$ cat src/design/tswa_pkg.sv
// ----------------------------------------------------------------------------
// tswa_pkg
// Shared constants and controller/datapath interface types for the touch
// sample window averager.
// ----------------------------------------------------------------------------
`default_nettype none

package tswa_pkg;

    // Width of one raw touch coordinate.
    localparam int SAMPLE_W = 12;

    // Request codes carried on the action field.
    localparam logic ACT_SAMPLE = 1'b0;   // coordinate sample while touched
    localparam logic ACT_END    = 1'b1;   // touch ended

    // Controller -> datapath commands.
    typedef struct packed {
        logic smp_start;   // sample request accepted: latch it, read old slot
        logic end_start;   // touch-end request accepted: load divider, clear touch
        logic update;      // fold sample into sums, write ring, bump pointer
        logic div_step;    // one restoring-division step on x and y
        logic out_load;    // load result register
    } t_cmd;

    // Datapath -> controller status.
    typedef struct packed {
        logic count_zero;  // no samples held for the current touch
    } t_stat;

endpackage

`default_nettype wire

$ cat src/design/tswa_ctrl.sv
// ----------------------------------------------------------------------------
// tswa_ctrl
// Controller: request sequencing, division step counter, result valid.
// ----------------------------------------------------------------------------
`default_nettype none

module tswa_ctrl import tswa_pkg::*; #(
    parameter int DIV_STEPS = 22
) (
    input  wire logic i_clk,
    input  wire logic i_rst_n,
    input  wire logic i_in_valid,
    input  wire logic i_action,
    input  wire logic i_out_ready,
    input  wire t_stat i_stat,
    output logic      o_in_ready,
    output logic      o_out_valid,
    output t_cmd      o_cmd
);

    localparam int STEP_W = (DIV_STEPS > 1) ? $clog2(DIV_STEPS) : 1;

    typedef enum logic [3:0] {
        S_IDLE = 4'b0001,
        S_UPD  = 4'b0010,
        S_DIV  = 4'b0100,
        S_DONE = 4'b1000
    } t_state;

    t_state            r_state, n_state;
    logic [STEP_W-1:0] r_step,  n_step;
    logic              r_out_valid, n_out_valid;
    logic              accept;

    assign o_in_ready  = (r_state == S_IDLE);
    assign o_out_valid = r_out_valid;
    assign accept      = i_in_valid && o_in_ready;

    always_comb begin
        o_cmd.smp_start = accept && (i_action == ACT_SAMPLE);
        o_cmd.end_start = accept && (i_action == ACT_END);
        o_cmd.update    = (r_state == S_UPD);
        o_cmd.div_step  = (r_state == S_DIV);
        o_cmd.out_load  = (r_state == S_DONE) && (!r_out_valid || i_out_ready);
    end

    always_comb begin
        n_state = r_state;
        n_step  = r_step;
        unique case (r_state)
            S_IDLE: begin
                n_step = '0;
                if (accept) begin
                    if (i_action == ACT_SAMPLE) begin
                        n_state = S_UPD;
                    end else if (i_stat.count_zero) begin
                        n_state = S_DONE;
                    end else begin
                        n_state = S_DIV;
                    end
                end
            end
            S_UPD: begin
                n_state = S_IDLE;
            end
            S_DIV: begin
                n_step = r_step + STEP_W'(1);
                if (r_step == STEP_W'(DIV_STEPS - 1)) begin
                    n_state = S_DONE;
                end
            end
            S_DONE: begin
                if (o_cmd.out_load) begin
                    n_state = S_IDLE;
                end
            end
            default: begin
                n_state = S_IDLE;
            end
        endcase
    end

    always_comb begin
        n_out_valid = r_out_valid;
        if (o_cmd.out_load) begin
            n_out_valid = 1'b1;
        end else if (i_out_ready) begin
            n_out_valid = 1'b0;
        end
    end

    always_ff @(posedge i_clk) begin
        if (!i_rst_n) begin
            r_state     <= S_IDLE;
            r_step      <= '0;
            r_out_valid <= 1'b0;
        end else begin
            r_state     <= n_state;
            r_step      <= n_step;
            r_out_valid <= n_out_valid;
        end
    end

endmodule

`default_nettype wire
$ cat config.mk
export PLATFORM = sky130hd
export DESIGN_NAME = tswa_ctrl
export DESIGN_NICKNAME = d
export VERILOG_FILES = /design/src/design/tswa_pkg.sv /design/src/design/tswa_ctrl.sv
export SDC_FILE = /design/constraint.sdc
export NUM_CORES = 1
export LEC_CHECK = 0
export BUFFER_PORTS_ARGS = -buffer_cell sky130_fd_sc_hd__buf_2
export CORE_MARGIN = 3
export CORE_UTILIZATION = 39
export DETAILED_ROUTE_END_ITERATION = 7
export GPL_TIMING_DRIVEN = 0
export HOLD_SLACK_MARGIN = 0.12
export SETUP_SLACK_MARGIN = 0.05
export SLEW_MARGIN = 25
export SYNTH_ARGS = -nofsm -noshare
export SYNTH_HDL_FRONTEND = slang
export SYNTH_SLANG_ARGS = --single-unit
$ cat constraint.sdc
create_clock -name i_clk -period 2.4 [get_ports i_clk]
set_input_delay 0.48 -clock i_clk [delete_from_list [all_inputs] [get_ports i_clk]]
set_output_delay 0.48 -clock i_clk [all_outputs]
set_load 0.05 [all_outputs]
Yosys cells after proc, flatten, opt, wreduce, memory -nomap -nowiden
Cells that the tools add are included.
W data, S select, Z words.
Storage, ports and cells
  latch bits: 0
  bits in registers: 10
  bits of input ports: 6
  memories kept: 0
  memory bits (writable): 0
  bits in read-only memories: 0
  logic and storage cells: 31
  output and inout port bits: 7
Operators by class
  bitwise gates (word level): 1
  div/mod/pow operators: 0
  multiplexer cells: 9
  magnitude comparators: 0
  reductions and logical operators: 9
  equal/unequal tests: 8
  shift-type cells: 0
  multiply operators: 0
  add/sub/neg operators: 1
Operators with widths (number)
  $mux W4: 5
  $pmux W4 S3: 1
  $pmux W5 S2: 1
  $add A5 B1 Y5 const B: 1
  $eq A5 B5 Y1 const B: 1
  $eq A4 B1 Y1 const B: 1
  $eq A4 B2 Y1 const B: 1
  $eq A4 B3 Y1 const B: 1
  $eq A4 B4 Y1 const B: 1
  $logic_and A1 B1 Y1: 4
  $ne A2 B1 Y1 const B: 2
  $reduce_bool A2 Y1: 2
  $reduce_and A3 Y1: 1
  $mux W1: 2
  $ne A2 B2 Y1 const B: 1
  $logic_not A1 Y1: 1
  $logic_or A1 B1 Y1: 1
  $not A1 Y1: 1

Logic depth before layout (Yosys ltp)
  depth after elaboration: 5
  depth in mapped cells: 5
  mapped depth without buffers: 5

Worst setup path after synthesis
No wires, ideal clock.
  path kind: register -> output
  from: register r_state[3]
  to: output o_cmd[4] (netlist name)
  required time: 1.920 ns
  buffers on the path: 0
  cell stages (with the launch flop): 5
  setup slack: -0.316 ns
  arrival: 2.236 ns
  cell sequence: dfxtp_1 or4b_2 inv_1 nand2_1 nor2_1
RTL lines
  from (decl): line tswa_ctrl.sv:30  | t_state r_state, n_state;
  from (signal assigned): line tswa_ctrl.sv:98  | r_state <= n_state;
  to (decl): line tswa_ctrl.sv:18  | output t_cmd o_cmd

==> impl_metrics.toml <==
[clocking]
clk_pin_slew_ns = 0.07
h-tree-depth = 1
tritoncts = "done"
clockBufferDepth = 2
clock_sinks = 10
cts_buffers = 3
worstSkewPairLatency_ns = 0.26
clockRootBuffer = "clkbuf_4"

[timing]
finalHoldViolCount = 0
max_slew_margin_pct = 79.80
min_period_ns = 2.249
setup_viol = 0
holdWs_ns = 0.4271
fin_ws_ns = 0.1514
clock.fmax_mhz = 444.7
rsz0062_at_grt = "no"
drv_slew = 0
fin_skew_ns = 0.001981
post-route-period-util_pct = 93.69
worst_pin_slew_ns = 0.3026

[synth]
syn-num-nets = 66
synth-async-reset-ratio_pct = 0
yosysTopAreaCellShare_pct = 37.74
synth_ff_type = "dfxtp_1"
synth_warnings = 0
synth-seq-cells = 10
postSynthCellCount = 58
synth_area_leader_cell = "dfxtp_1"
synth_most_common_cell = "dfxtp_1"
synth-edff-count = 0
ys_seq_area_share_pct = 37.74
synth_cell_types = 29
synth.avg_cell_area_sq_um = 9.147
syn_area_sq_um = 530.5
synth_area_leaders = "dfxtp_1, a21oi_1, ha_1"
ys_top_cells_by_count = "dfxtp_1, a21oi_1, inv_1, nand2b_1, nand3_1"

[worst_setup_path]
cp-start-kind = "register"
max_stage_delay_ns = 0.71
critical-path-slowest-cell = "or4b_2"
cp-end-kind = "output port"
cp_num_buf_inv = 2
path_depth = 4
r2r_slack_ns = 0.78
path_cells = "or4b_2 -> nor2b_1 -> buf_4 -> clkbuf_4"
crit_start = "r_state[2]$_SDFFE_PN0P_"
worstRegToRegCells = 4
critPathTopFamily = "simple AND/OR/NAND/NOR gates"
crit_type = "reg -> out"
r2r-end = "r_step[2]$_SDFFE_PN0N_"
r2r_start = "r_state[3]$_SDFFE_PN0P_"
endpoint = "o_cmd[0]"
worstPathRequired_ns = 1.92
arrival_ns = 1.77
crit_fanout = 5

[floorplan]
boundaryPins = 13
fp.coreArea_sq_um = 1186
die_w_um = 42.88
die_h_um = 42.88
start_util_pct = 44.73
die-area_sq_um = 1839
core.rowCount = 12

[grt]
grt_pass1_wl_um = 1752
grt_overflow = 0
grt_pass1_vias = 399
antenna_found_initial = 0
grt_max_degree = 9
track_usage_pct = 12.69

[cells_and_area]
num-fill-cells = 120
diodes = 0
finalInstanceArea_sq_um = 669.4
drive_above_1_share_pct = 37.84
synthToLayoutAreaGrowth_pct = 26.18
finalNetCount = 83
layout.cells.non_filler = 88

[hold_path]
min_path_type = "in -> reg"

[placement]
pre_cts_ws_ns = 0.1925
io_buffers = 12
gp_congestion = 0.7443
place_hpwl_um = 791.8
dpl-instance-area_sq_um = 623.1
place_inst = 84

[pwr]
peakVddDrop_mv = 0.3091
p_total_mw = 0.3883
cellPowerDensity_nw_per_um2 = 580.0
leakage_nw = 0.2847

[route]
via_per_inst = 5.170
firstDrtPassIters = 4
drc = 0
via_count = 455
wl_per_cell_um = 12.06
finalWirelength_um = 1061
drt_iter0_drc = 14
ant_nets = 0

[run_status]
status = "finished clean"

[run]
drv_cap = 0
-- worst reg2reg max path, stage by stage, from the launching register on --
cell	delay (ns)
dfxtp_1	0.35
or4b_1	0.53
buf_2	0.18
mux2_4	0.30
a211oi_2	0.19
-- layout make-up --
class                           count  area [sq um]  area share [%]
Clock buffer                        4         36.28           5.421
Timing Repair Buffer               12         65.06           9.720
Buffer                              2         12.51           1.869
Inverter                            5         18.77           2.804
Sequential cell                    10         201.4           30.09
Multi-Input combinational cell     41         317.8           47.48
Tap cell                           14         17.52           2.617
-- per-layer routing --
metal,part of all wire [%],global-route usage [%],vias up
met4,0.66,7.453,0
li1,-,-,241
met2,36,15.57,11
met5,0,0,-
met1,58,19.14,201
met3,4.9,2.966,2
-- worst min path at each step --
stage / from / end / slack, ns / cells past startpoint
floorplan: r_step[4]$_SDFFE_PN0N_ / r_step[4]$_SDFFE_PN0N_ / 0.46 / 2
global placement: r_step[4]$_SDFFE_PN0N_ / r_step[4]$_SDFFE_PN0N_ / 0.48 / 2
detailed placement: r_step[4]$_SDFFE_PN0N_ / r_step[4]$_SDFFE_PN0N_ / 0.48 / 2
CTS: i_rst_n / r_state[0]$_SDFFE_PN1P_ / 0.41 / 2
global route: i_rst_n / r_state[0]$_SDFFE_PN1P_ / 0.43 / 2
finish: i_rst_n / r_state[0]$_SDFFE_PN1P_ / 0.43 / 2
-- state kept, by name, summed over array words and instances, names as in the netlist --
signal,cells
r_state,4
o_out_valid,1
r_step,5
-- where the power goes --
| group | switching (mW) | internal (mW) | leakage [nW] |
|---|---|---|---|
| combinational | 0.0400 | 0.0223 | 0.183 |
| clock | 0.0605 | 0.0921 | 0.0210 |
| sequential | 0.00409 | 0.169 | 0.0807 |
| total | 0.105 | 0.284 | 0.285 |
-- through the flow --
step            TNS (ns)  utilization (%)
2_1_floorplan  -0.007071                -
5_1_grt                0            56.43
3_3_place_gp           0            52.53
6_report               0            56.43
4_1_cts                0            56.12
3_5_place_dp           0            52.53
-- repair_timing --
item,in CTS,in global routing
setup endpoints to repair,2,3
hold endpoints to repair,0,0
buffers inserted,0,0
hold buffers,0,0
resized for setup,2,2
-- cell families after synthesis --
| kind of cell | synth area share [%] |
|---|---|
| flops | 37.74 |
| fa+ha+maj | 4.716 |
| simple gates | 29.48 |
| mux | 6.839 |
| buf+inv | 5.894 |
| compound gates | 15.33 |
-- cells in the final DEF (no fill, tap or decap), types with 2 or more instances in the layout --
master / n
buf_2: 11
dfxtp_1: 9
a21oi_1: 5
nand2b_1: 4
inv_1: 4
nand3_1: 4
clkbuf_4: 4
and2_1: 2
nand4_1: 2
nor2_1: 2
ha_1: 2
buf_4: 2
Note: power is estimated with default switching activity, not from simulation.
